[src/rtl/ped_pkg.sv]
// ----------------------------------------------------------------------------
// ped_pkg
// Shared types and constants for the percent escape decoder.
// ----------------------------------------------------------------------------
package ped_pkg;

	localparam int BYTE_W = 8;
	localparam int STAT_W = 3;
	localparam int CFG_IDX_W = 2;
	localparam int CFG_DATA_W = 8;

	// configuration register indexes
	localparam logic [CFG_IDX_W-1:0] CFG_REJECT_ASCII = 2'd0;
	localparam logic [CFG_IDX_W-1:0] CFG_FORBID_A = 2'd1;
	localparam logic [CFG_IDX_W-1:0] CFG_FORBID_B = 2'd2;

	localparam logic [BYTE_W-1:0] FORBID_A_RST = 8'h2F;

	// status codes
	localparam logic [STAT_W-1:0] ST_OK = 3'd0;
	localparam logic [STAT_W-1:0] ST_TRUNC = 3'd1;
	localparam logic [STAT_W-1:0] ST_BADHEX = 3'd2;
	localparam logic [STAT_W-1:0] ST_ASCII = 3'd3;
	localparam logic [STAT_W-1:0] ST_FORBID = 3'd4;

	// escape phases
	localparam logic [1:0] PH_IDLE = 2'd0;
	localparam logic [1:0] PH_PCT = 2'd1;
	localparam logic [1:0] PH_HI = 2'd2;

	typedef struct packed {
		logic [1:0] phase;
		logic [3:0] high_nibble;
		logic [STAT_W-1:0] reject_code;
	} dec_state_t;

	typedef struct packed {
		logic reject_ascii;
		logic [BYTE_W-1:0] forbid_a;
		logic [BYTE_W-1:0] forbid_b;
	} dec_cfg_t;

	typedef struct packed {
		logic [BYTE_W-1:0] out_byte;
		logic byte_valid;
		logic string_end;
		logic [STAT_W-1:0] status;
	} dec_result_t;

endpackage

[src/rtl/ped_if.sv]
// ----------------------------------------------------------------------------
// ped_if
// Valid/ready channels for escaped input bytes and decoded results.
// ----------------------------------------------------------------------------
interface ped_item_if;
	logic valid;
	logic ready;
	logic [7:0] in_byte;
	logic is_last;

	modport source (output valid, output in_byte, output is_last, input ready);
	modport sink (input valid, input in_byte, input is_last, output ready);
endinterface

interface ped_result_if;
	logic valid;
	logic ready;
	logic [7:0] out_byte;
	logic byte_valid;
	logic string_end;
	logic [2:0] status;

	modport source (output valid, output out_byte, output byte_valid,
		output string_end, output status, input ready);
	modport sink (input valid, input out_byte, input byte_valid,
		input string_end, input status, output ready);
endinterface

[src/rtl/ped_step.sv]
// ----------------------------------------------------------------------------
// ped_step
// Per-byte decode: next escape state and the optional result for one byte.
// ----------------------------------------------------------------------------
module ped_step
	import ped_pkg::*;
(
	input  dec_state_t        cur,
	input  dec_cfg_t          cfg,
	input  logic [BYTE_W-1:0] in_byte,
	input  logic              is_last,
	output dec_state_t        nxt,
	output logic              emit,
	output dec_result_t       res
);

	// {not hex, value}
	function automatic logic [4:0] hex_value(input logic [7:0] b);
		logic [4:0] v;
		v = 5'h10;
		if (b >= 8'h30 && b <= 8'h39) v = {1'b0, 4'(b - 8'h30)};
		else if (b >= 8'h41 && b <= 8'h46) v = {1'b0, 4'(b - 8'h37)};
		else if (b >= 8'h61 && b <= 8'h66) v = {1'b0, 4'(b - 8'h57)};
		return v;
	endfunction

	logic [4:0] hv;
	logic [BYTE_W-1:0] dec_c;
	logic [STAT_W-1:0] code;
	logic reject;

	assign hv = hex_value(in_byte);
	assign dec_c = {cur.high_nibble, hv[3:0]};

	always_comb begin
		nxt = cur;
		emit = 1'b0;
		res = '0;
		code = ST_OK;
		reject = 1'b0;

		if (cur.reject_code != ST_OK) begin
			// swallow until the end of the string
			if (is_last) begin
				emit = 1'b1;
				res.string_end = 1'b1;
				res.status = cur.reject_code;
				nxt = '0;
			end
		end else begin
			case (cur.phase)
				PH_PCT: begin
					if (is_last) begin
						reject = 1'b1;
						code = ST_TRUNC;
					end else if (hv[4]) begin
						reject = 1'b1;
						code = ST_BADHEX;
					end else begin
						nxt.high_nibble = hv[3:0];
						nxt.phase = PH_HI;
					end
				end
				PH_HI: begin
					nxt.phase = PH_IDLE;
					if (hv[4] || dec_c == '0) begin
						reject = 1'b1;
						code = ST_BADHEX;
					end else if (cfg.reject_ascii && !dec_c[7]) begin
						reject = 1'b1;
						code = ST_ASCII;
					end else if ((cfg.forbid_a != '0 && dec_c == cfg.forbid_a) ||
						(cfg.forbid_b != '0 && dec_c == cfg.forbid_b)) begin
						reject = 1'b1;
						code = ST_FORBID;
					end else begin
						emit = 1'b1;
						res.out_byte = dec_c;
						res.byte_valid = 1'b1;
						res.string_end = is_last;
						if (is_last) nxt = '0;
					end
				end
				default: begin
					if (in_byte == 8'h25) begin
						if (is_last) begin
							reject = 1'b1;
							code = ST_TRUNC;
						end else begin
							nxt.phase = PH_PCT;
						end
					end else begin
						nxt.phase = PH_IDLE;
						emit = 1'b1;
						res.out_byte = in_byte;
						res.byte_valid = 1'b1;
						res.string_end = is_last;
						if (is_last) nxt = '0;
					end
				end
			endcase

			if (reject) begin
				if (is_last) begin
					emit = 1'b1;
					res.string_end = 1'b1;
					res.status = code;
					nxt = '0;
				end else begin
					nxt.phase = PH_IDLE;
					nxt.high_nibble = '0;
					nxt.reject_code = code;
				end
			end
		end
	end

endmodule

[src/rtl/percent_escape_decoder_unit.sv]
// ----------------------------------------------------------------------------
// percent_escape_decoder_unit
// Percent-escape URI decoder, one escaped byte per request.
// ----------------------------------------------------------------------------
// Usage:
//   item   : escaped string bytes, is_last marks the final byte of a string.
//   result : decoded bytes; the request with string_end closes the string and
//            carries status (nonzero means drop the whole string). A '%' and
//            its first digit give no result; swallowed bytes give none.
//   cfg    : cfg_we/cfg_index/cfg_data, write only while the unit is idle.
// Timing: a byte is captured into the input stage, decoded against the
//   escape state and lands in the result register. One byte per cycle is
//   sustained while result.ready stays high; the rate is set by the single
//   decode step between the input stage and the result register, which
//   also updates the escape state.
// Stall: while result.ready is low the result register holds, the input
//   stage fills, and item.ready drops once both are occupied.
// Reset: clears valids, escape state, and loads register defaults
//   (ascii check off, forbidden '/' and unused).
// ----------------------------------------------------------------------------
module percent_escape_decoder_unit
	import ped_pkg::*;
(
	input  logic                  clk,
	input  logic                  arst_n,
	ped_item_if.sink              item,
	ped_result_if.source          result,
	input  logic                  cfg_we,
	input  logic [CFG_IDX_W-1:0]  cfg_index,
	input  logic [CFG_DATA_W-1:0] cfg_data
);

	dec_cfg_t cfg_q;
	dec_state_t state_q;
	dec_state_t state_nxt;

	logic valid_s1;
	logic [BYTE_W-1:0] byte_s1;
	logic last_s1;

	logic res_valid_q;
	dec_result_t res_q;

	logic emit;
	dec_result_t res_nxt;
	logic adv;

	// config registers
	always_ff @(posedge clk or negedge arst_n) begin
		if (!arst_n) begin
			cfg_q.reject_ascii <= 1'b0;
			cfg_q.forbid_a <= FORBID_A_RST;
			cfg_q.forbid_b <= '0;
		end else if (cfg_we) begin
			case (cfg_index)
				CFG_REJECT_ASCII: cfg_q.reject_ascii <= cfg_data[0];
				CFG_FORBID_A: cfg_q.forbid_a <= cfg_data;
				CFG_FORBID_B: cfg_q.forbid_b <= cfg_data;
				default: ;
			endcase
		end
	end

	// stage 1 request moves on when the result register is free or draining
	assign adv = valid_s1 && (!res_valid_q || result.ready);
	assign item.ready = !valid_s1 || adv;

	always_ff @(posedge clk or negedge arst_n) begin
		if (!arst_n) begin
			valid_s1 <= 1'b0;
		end else if (item.ready) begin
			valid_s1 <= item.valid;
		end
	end

	always_ff @(posedge clk) begin
		if (item.ready && item.valid) begin
			byte_s1 <= item.in_byte;
			last_s1 <= item.is_last;
		end
	end

	ped_step u_step (
		.cur     (state_q),
		.cfg     (cfg_q),
		.in_byte (byte_s1),
		.is_last (last_s1),
		.nxt     (state_nxt),
		.emit    (emit),
		.res     (res_nxt)
	);

	always_ff @(posedge clk or negedge arst_n) begin
		if (!arst_n) begin
			state_q <= '0;
			res_valid_q <= 1'b0;
		end else begin
			if (adv) begin
				state_q <= state_nxt;
				res_valid_q <= emit;
			end else if (result.ready) begin
				res_valid_q <= 1'b0;
			end
		end
	end

	always_ff @(posedge clk) begin
		if (adv && emit) res_q <= res_nxt;
	end

	assign result.valid = res_valid_q;
	assign result.out_byte = res_q.out_byte;
	assign result.byte_valid = res_q.byte_valid;
	assign result.string_end = res_q.string_end;
	assign result.status = res_q.status;

endmodule

[src/flat_wrapper.sv]
// flat-port wrapper written by rule: the top's interface ports become plain ports
module percent_escape_decoder_unit_flat import ped_pkg::*;
  (clk, arst_n, cfg_we, cfg_index, cfg_data, item_valid, item_in_byte, item_is_last, item_ready, result_valid, result_out_byte, result_byte_valid, result_string_end, result_status, result_ready);
  ped_item_if item_i ();
  ped_result_if result_i ();
  input  logic clk;
  input  logic arst_n;
  input  logic cfg_we;
  input  logic [CFG_IDX_W-1:0] cfg_index;
  input  logic [CFG_DATA_W-1:0] cfg_data;
  input wire logic [$bits(item_i.valid)-1:0] item_valid;
  input wire logic [$bits(item_i.in_byte)-1:0] item_in_byte;
  input wire logic [$bits(item_i.is_last)-1:0] item_is_last;
  output wire logic [$bits(item_i.ready)-1:0] item_ready;
  output wire logic [$bits(result_i.valid)-1:0] result_valid;
  output wire logic [$bits(result_i.out_byte)-1:0] result_out_byte;
  output wire logic [$bits(result_i.byte_valid)-1:0] result_byte_valid;
  output wire logic [$bits(result_i.string_end)-1:0] result_string_end;
  output wire logic [$bits(result_i.status)-1:0] result_status;
  input wire logic [$bits(result_i.ready)-1:0] result_ready;
  assign item_i.valid = item_valid;
  assign item_i.in_byte = item_in_byte;
  assign item_i.is_last = item_is_last;
  assign item_ready = item_i.ready;
  assign result_valid = result_i.valid;
  assign result_out_byte = result_i.out_byte;
  assign result_byte_valid = result_i.byte_valid;
  assign result_string_end = result_i.string_end;
  assign result_status = result_i.status;
  assign result_i.ready = result_ready;
  percent_escape_decoder_unit u_core (.clk(clk), .arst_n(arst_n), .item(item_i), .result(result_i), .cfg_we(cfg_we), .cfg_index(cfg_index), .cfg_data(cfg_data));
endmodule
[config.mk]
export PLATFORM = sky130hd
export DESIGN_NAME = percent_escape_decoder_unit_flat
export DESIGN_NICKNAME = d
export VERILOG_FILES = /design/src/rtl/ped_pkg.sv /design/src/rtl/ped_if.sv /design/src/rtl/ped_step.sv /design/src/rtl/percent_escape_decoder_unit.sv /design/src/flat_wrapper.sv
export SDC_FILE = /design/constraint.sdc
export NUM_CORES = 1
export LEC_CHECK = 0
export BUFFER_PORTS_ARGS = -buffer_cell sky130_fd_sc_hd__buf_2
export CORE_UTILIZATION = 60
export CTS_BUF_LIST = sky130_fd_sc_hd__clkbuf_8
export DETAILED_ROUTE_END_ITERATION = 12
export PLACE_DENSITY = 0.83
export SLEW_MARGIN = 20
export SYNTH_ARGS = -nofsm -noshare
export SYNTH_HDL_FRONTEND = slang
export SYNTH_SLANG_ARGS = --single-unit
[constraint.sdc]
create_clock -name clk -period 4.6 [get_ports clk]
set_clock_uncertainty 0.15 [all_clocks]
set_input_delay 0.92 -clock clk [delete_from_list [all_inputs] [get_ports clk]]
set_output_delay 0.92 -clock clk [all_outputs]
set_load 0.03 [all_outputs]
==> summary.md, run 1 <==
| Metric | Value |
|---|---|
| Status | finished clean |
| Pwr dens | about 320 mW/mm2 |
| Number of DRC violations after detailed routing | 0 |
| Routed wire per std cell | around 16 um |
| Number of buffers inserted by post-CTS setup repair | 0 |
| Post-route fraction of the period consumed by the critical path | around 90% |
| Total congestion overflow after global routing | 0 |
| Maximum clock frequency | 237.9 MHz |
| DRC marker count from the first detailed-route iteration | 202 |
| Final GP Congestion | between 0.9 and 1 |
| Fin. max-slew vios | 0 |
| Asr flop ratio synth | a little under three fifths |
| Die Area | 0.005330 mm2 |
| WP data required | roughly 4.4 ns |
| Syn_area_per_cell | about 11 um2 |
| HPWL after detailed placement | about 4600 um |
| Bufs on Longest Clock Path | 2 |
| CTS clock-pin slew for the worst setup and hold paths | around 0.080 ns |
| Seq cells post-synth | 50 |
| Layout Area Growth over Synthesis | 8.726% |
| Critical R2R Capture | u_core.result.status[0] |
| Max_cap viols | 0 |
| Boundary Pins | 39 |
| Flop-to-flop setup slack | between 0.3 and 0.4 ns |
| Number of nets produced by synthesis | 301 |
| Logic depth of the worst register-to-register path | 11 |
| Number of nets in the layout | ~340 |
| Share of cells above drive strength 1 | a little under 30% |
| Maximum vdd drop | between 0.2 and 0.25 mV |
| Static Leak | about 1.4 nW |
| Startpoint of the most critical register-to-register path | u_core.byte_s1[1] |
| ANT cells | 0 |
| Drt pass-1 iters | 4 |
| Total CTS buffers | 5 |
| Post-synthesis cell count | 270 |
| Count of different cell masters after synthesis | slightly below 70 |
| CP Data Arrival Time | ~4.0 ns |
| # port buffers | 38 |
| Number of setup violations in the final report | 0 |
| Die Y | around 73 um |
| CTS HTree Levels | 2 |
| Total via count in the routed design | about 2,300 |
| Buffer cell driving the clock tree root | clkbuf_8 |
| Highest fanout seen on the critical path | 13 |
| Final wirelength | about 6000 um |
| Final TNS setup | 0 ns |
| Setup repair after global routing missed its margin | false |
| Post-synth EDFFs | 22 |
| TritonCTS clock tree | yes |
| Via count of the first global-routing pass | 2,167 |
| Post_cts resized | 0 |
| Kind of end point of the critical path | register |
| Kind of start point of the critical path | register |
| Number of warnings issued by yosys | 0 |
| Clock latency of the later-clocked register in the worst-skew pair | 0.30 ns |
| Netlist area before placement | around 0.0030 mm2 |
| Wire length of the first global-routing pass | 10,100 um |
| Core area | roughly 0.0048 mm2 |
| CP startpoint | u_core.byte_s1[1] |
| Type of the worst setup path | register to register |
| Slew at the pin with the worst max-slew slack | around 0.62 ns |
| Detail Route Antenna Nets | 0 |
| All-layer global routing usage | between 20% and 30% |
| Tot Pwr | ~1.1 mW |
| Horizontal die dimension | 73.01 um |
| Sequential fraction of the synthesis area | between 40% and 50% |
| Flip-flop cell with the highest count after synthesis | dfrtp_1 |
| Final number of hold-violating endpoints | 0 |
| End point of the critical path | u_core.result.status[0] |
| Pin count of the biggest net entering global routing | 29 |
| Hold bufs inserted after CTS | 0 |
| Worst slew margin | between 50% and 60% |
| Vias per inst | approximately 6.1 |
| Rows | 25 |
| Initial antenna violation count | 0 |
| Sinks on the clock net | 50 |
| Min cycle time layout | around 4.2 ns |
| Initial standard-cell utilization of the core | around 63% |
| Class of the most critical hold timing path | register to register |
==> worst min path at each step <==
stage,start,end,cells past startpoint
floorplan,u_core.cfg_q[6],u_core.cfg_q[6],1
global placement,u_core.cfg_q[7],u_core.cfg_q[7],1
detailed placement,u_core.cfg_q[6],u_core.cfg_q[6],1
CTS,u_core.cfg_q[6],u_core.cfg_q[6],1
global route,u_core.cfg_q[6],u_core.cfg_q[6],1
finish,u_core.cfg_q[6],u_core.cfg_q[6],1
==> metrics by stage <==
stage / worst slack, ns / util [%] / hold WS (ns) / cell area [um2] / cells
2_1_floorplan: 0.8845 / - / 0.3495 / 3025 / 270
3_3_place_gp: 0.5993 / 66.51 / 0.3675 / 3183 / 365
3_5_place_dp: 0.4586 / 66.51 / 0.3725 / 3183 / 365
4_1_cts: 0.4303 / 68.73 / 0.3921 / 3289 / 373
5_1_grt: 0.2071 / 68.73 / 0.4232 / 3289 / 373
6_report: 0.3962 / 68.73 / 0.3909 / 3289 / 373
==> layer usage <==
metal / global-route usage [%] / wire length (um) / vias to the layer above
li1: - / - / 1089
met1: 30.62 / 2522 / 1078
met2: 40.53 / 2903 / 100
met3: 6.215 / 401 / 21
met4: 12.20 / 184 / 0
met5: 0 / 0 / -
==> worst max-delay path: stages (launching register included) <==
cell and delay (ns):
edfxtp_1 0.54, inv_1 0.13, ha_1 0.26, or4b_1 0.48, and4_4 0.21, a211o_1 0.33
o2111a_1 0.19, a211oi_2 0.23, o32a_4 0.24, nor3b_4 0.38, o21a_2 0.23, o21ba_1 0.49
==> cell usage in the layout, fill, tap and decap left out, drive strengths merged, types with 6 or more instances in the layout <==
cell type	n
a21oi	14
buf	39
dfrtp	23
edfxtp	22
ha	7
inv	17
mux2	16
nand2	12
nor2	28
nor4	6
o21ai	11
xor2	7
==> sequential cells by signal (all words and copies together), names as in the netlist <==
signal	flops
u_core.state_q	9
u_core.result.status	3
u_core.result.string_end	1
u_core.cfg_q	17
u_core.byte_s1	8
u_core.valid_s1	1
u_core.result.byte_valid	1
u_core.result.valid	1
u_core.result.out_byte	8
u_core.last_s1	1
==> logic make-up (layout without fill, tap and decap cells) <==
group / Yosys count / after routing / synth area share, %
and+or+nand+nor: 87 / 87 / 16.46
AOI/OAI and AO/OA: 75 / 75 / 20.84
DFF: 50 / 50 / 45.20
buffers and inverters: 26 / 62 / 5.955
muxes: 18 / 18 / 6.617
adders and majority gates: 7 / 7 / 2.895
xor gates and xnor gates: 7 / 7 / 2.027
==> synthesized netlist by cell type (5+ instances only) <==
cell | count | area (um2)
edfxtp_1 | 22 | 660.6
buf_6 | 6 | 67.56
a21oi_1 | 13 | 65.06
mux2_2 | 16 | 180.2
nor4_1 | 6 | 37.54
o21ai_0 | 8 | 40.04
a22oi_1 | 5 | 37.54
nor2_1 | 28 | 105.1
nor3_1 | 5 | 25.02
ha_1 | 7 | 87.58
dfstp_2 | 5 | 131.4
nand2_1 | 12 | 45.04
nand3_1 | 5 | 25.02
xor2_1 | 7 | 61.31
dfrtp_1 | 23 | 575.6
inv_1 | 15 | 56.30
==> report_power, final <==
group          switching [mW]  internal (mW)
logic                   0.111         0.0856
registers              0.0444          0.523
clock network           0.136          0.158
==> area by class of cell <==
type	instances	area, um2
clock inverter	3	37.54
inverter	15	56.30
timing repair buffer	39	197.7
multi-input combinational	194	1478
clock buffer	5	68.82
sequential	50	1368
tap	67	83.83
fill	373	1496
Power figures use the tool's default switching activity.
==> run 2: changes to the inputs <==
- PLACE_DENSITY: 0.83 -> 0.9
==> summary.md, run 2 (synthesis results as in run 1) <==
| Metric | Value |
|---|---|
| CP startpoint | u_core.byte_s1[1] |
| Switching power of the nets | between 0.3 and 0.4 mW |
| Share of cells above drive strength 1 | 29.74% |
| Tot Pwr | 1.038 mW |
| Sinks on the clock net | 50 |
| Horizontal die dimension | approximately 73 um |
| Core area | between 0.004 and 0.005 mm2 |
| Final GP Congestion | approximately 0.93 |
| Setup repair after global routing missed its margin | false |
| Detail Route Antenna Nets | 0 |
| Post-route cell area | approximately 0.0033 mm2 |
| Rows | 25 |
| CTS clock-pin slew for the worst setup and hold paths | about 0.1 ns |
| Critical R2R Capture | u_core.result.out_byte[2] |
| Die Y | 73.01 um |
| Leading cell type in the layout, fill and taps excluded | buf_2 |
| Combinational power share | between 10% and 20% |
| Number of buffers inserted by post-CTS setup repair | 0 |
| WP data required | ~4.4 ns |
| CTS HTree Levels | 2 |
| TritonCTS clock tree | yes |
| Largest reg by FF count | u_core.cfg_q |
| Final core area utilization | between 60% and 70% |
| Final wirelength | between 5000 and 6000 um |
| CP Data Arrival Time | 3.94 ns |
| Class of the most critical hold timing path | register to register |
| Clock latency of the later-clocked register in the worst-skew pair | between 0.3 and 0.4 ns |
| DRC marker count from the first detailed-route iteration | between 150 and 200 |
| Highest fanout seen on the critical path | 13 |
| Final TNS setup | 0 ns |
| Post_cts resized | 0 |
| Switching share of power | between 20% and 30% |
| Kind of start point of the critical path | register |
| Drt pass-1 iters | 5 |
| Non-Filler Instances | roughly 370 |
| Hold bufs inserted after CTS | 0 |
| Maximum clock frequency | 241.3 MHz |
| Initial standard-cell utilization of the core | 63.22% |
| HPWL after detailed placement | about 4500 um |
| Vias per inst | 6.188 |
| Number of DRC violations after detailed routing | 0 |
| Total CTS buffers | 5 |
| Buffer cell driving the clock tree root | clkbuf_8 |
| Startpoint of the most critical register-to-register path | u_core.byte_s1[1] |
| Routed length on met1 | about 2600 um |
| Slack of the critical path | about 0.46 ns |
| Post-Place Cell Area | between 0.003 and 0.004 mm2 |
| Static Leak | about 1.4 nW |
| Type of the worst setup path | register to register |
| Fin. max-slew vios | 0 |
| Final number of hold-violating endpoints | 0 |
| Total congestion overflow after global routing | 0 |
| Kind of end point of the critical path | register |
| Slew at the pin with the worst max-slew slack | approximately 0.57 ns |
| Max_cap viols | 0 |
| # port buffers | 38 |
| Layout Area Growth over Synthesis | 8.478% |
| Die Area | 0.005330 mm2 |
| All-layer global routing usage | around 25% |
| Share of power burned in registers | 54.7% |
| Flip-flop count of the largest register, all copies and words added | 17 |
| Pwr dens | approximately 320 mW/mm2 |
| Top Layer Used | met4 |
| Flop-to-flop setup slack | roughly 0.46 ns |
| Met2 WL | about 2900 um |
| Number of nets in the layout | between 300 and 400 |
| End point of the critical path | u_core.result.out_byte[2] |
| ANT cells | 0 |
| Pre-CTS WS | 0.4832 ns |
| Most frequent cells in the layout | buf_2 (38), nor2_1 (28), dfrtp_1 (23), edfxtp_1 (22), mux2_2 (16) |
| Wire length of the first global-routing pass | slightly above 10,000 um |
| Part of the power in the clock network | a little over a quarter |
| Worst slew margin | between 60% and 70% |
| Post-route fraction of the period consumed by the critical path | roughly nine tenths |
| HP Start | u_core.cfg_q[6] |
| Minimum hold slack | a little under 0.4 ns |
| Status | finished clean |
| Number of setup violations in the final report | 0 |
| Logic depth of the worst register-to-register path | 11 |
| Biggest registers after layout | u_core.cfg_q (17), u_core.state_q (9) |
| Bufs on Longest Clock Path | 2 |
| Count of filler cells inserted in the layout | roughly 370 |
| Cell count after placement | approximately 370 |
| Min cycle time layout | 4.145 ns |
| Cell-internal power | 0.7329 mW |
| Via count of the first global-routing pass | 2,143 |
| Pin count of the biggest net entering global routing | 29 |
| Initial antenna violation count | 0 |
| Routed length on met3 | ~420 um |
| Routed wire per std cell | roughly 16 um |
| Total via count in the routed design | 2,308 |
| Boundary Pins | 39 |
| Maximum vdd drop | between 0.2 and 0.3 mV |
==> run 2: cell types whose count changed in the layout (fill, tap and decap cells not counted) <==
cell | previous run | this run
inv_1 | 17 | 15
clkbuf_8 | 5 | 6
clkinvlp_4 | 0 | 1
inv_6 | 0 | 1
bufinv_16 | 1 | 0
==> run 2: cell type report <==
type	instances	area [um2]	share of cell area, %
Clock inverter	2	16.27	0.4956
Multi-Input combinational cell	194	1478	45.02
Tap cell	67	83.83	2.554
Clock buffer	6	82.58	2.516
Sequential cell	50	1368	41.67
Inverter	15	56.30	1.716
Timing Repair Buffer	39	197.7	6.024
==> run 2: worst min path at each step <==
| stage | end | cells past startpoint |
|---|---|---|
| 3_5_place_dp | u_core.cfg_q[6] | 1 |
| 2_1_floorplan | u_core.cfg_q[6] | 1 |
| 4_1_cts | u_core.cfg_q[6] | 1 |
| 3_3_place_gp | u_core.cfg_q[6] | 1 |
| 5_1_grt | u_core.cfg_q[6] | 1 |
| 6_report | u_core.cfg_q[6] | 1 |
==> run 2: critical path: stages (launching register included) <==
cell      delay (ns)
edfxtp_1        0.54
inv_1           0.13
ha_1            0.26
or4b_1          0.48
and4_4          0.21
a211o_1         0.32
o2111a_1        0.18
a211oi_2        0.23
o32a_4          0.25
nor3b_4         0.35
o21a_2          0.22
o21ba_1         0.47
==> run 2: power by group through the flow <==
stage	sequential, mW	combinational (mW)	clock (mW)
finish	0.568	0.198	0.272
floorplan	0.581	0.136	0
global route	0.575	0.217	0.298
global placement	0.574	0.191	0
detailed placement	0.577	0.196	0
CTS	0.568	0.198	0.280
==> run 2: per-layer routing <==
| metal | up-vias | GRT usage, % |
|---|---|---|
| met4 | 0 | 9.368 |
| met5 | - | 0 |
| met3 | 10 | 5.110 |
| li1 | 1097 | - |
| met2 | 102 | 40.02 |
| met1 | 1099 | 33.54 |
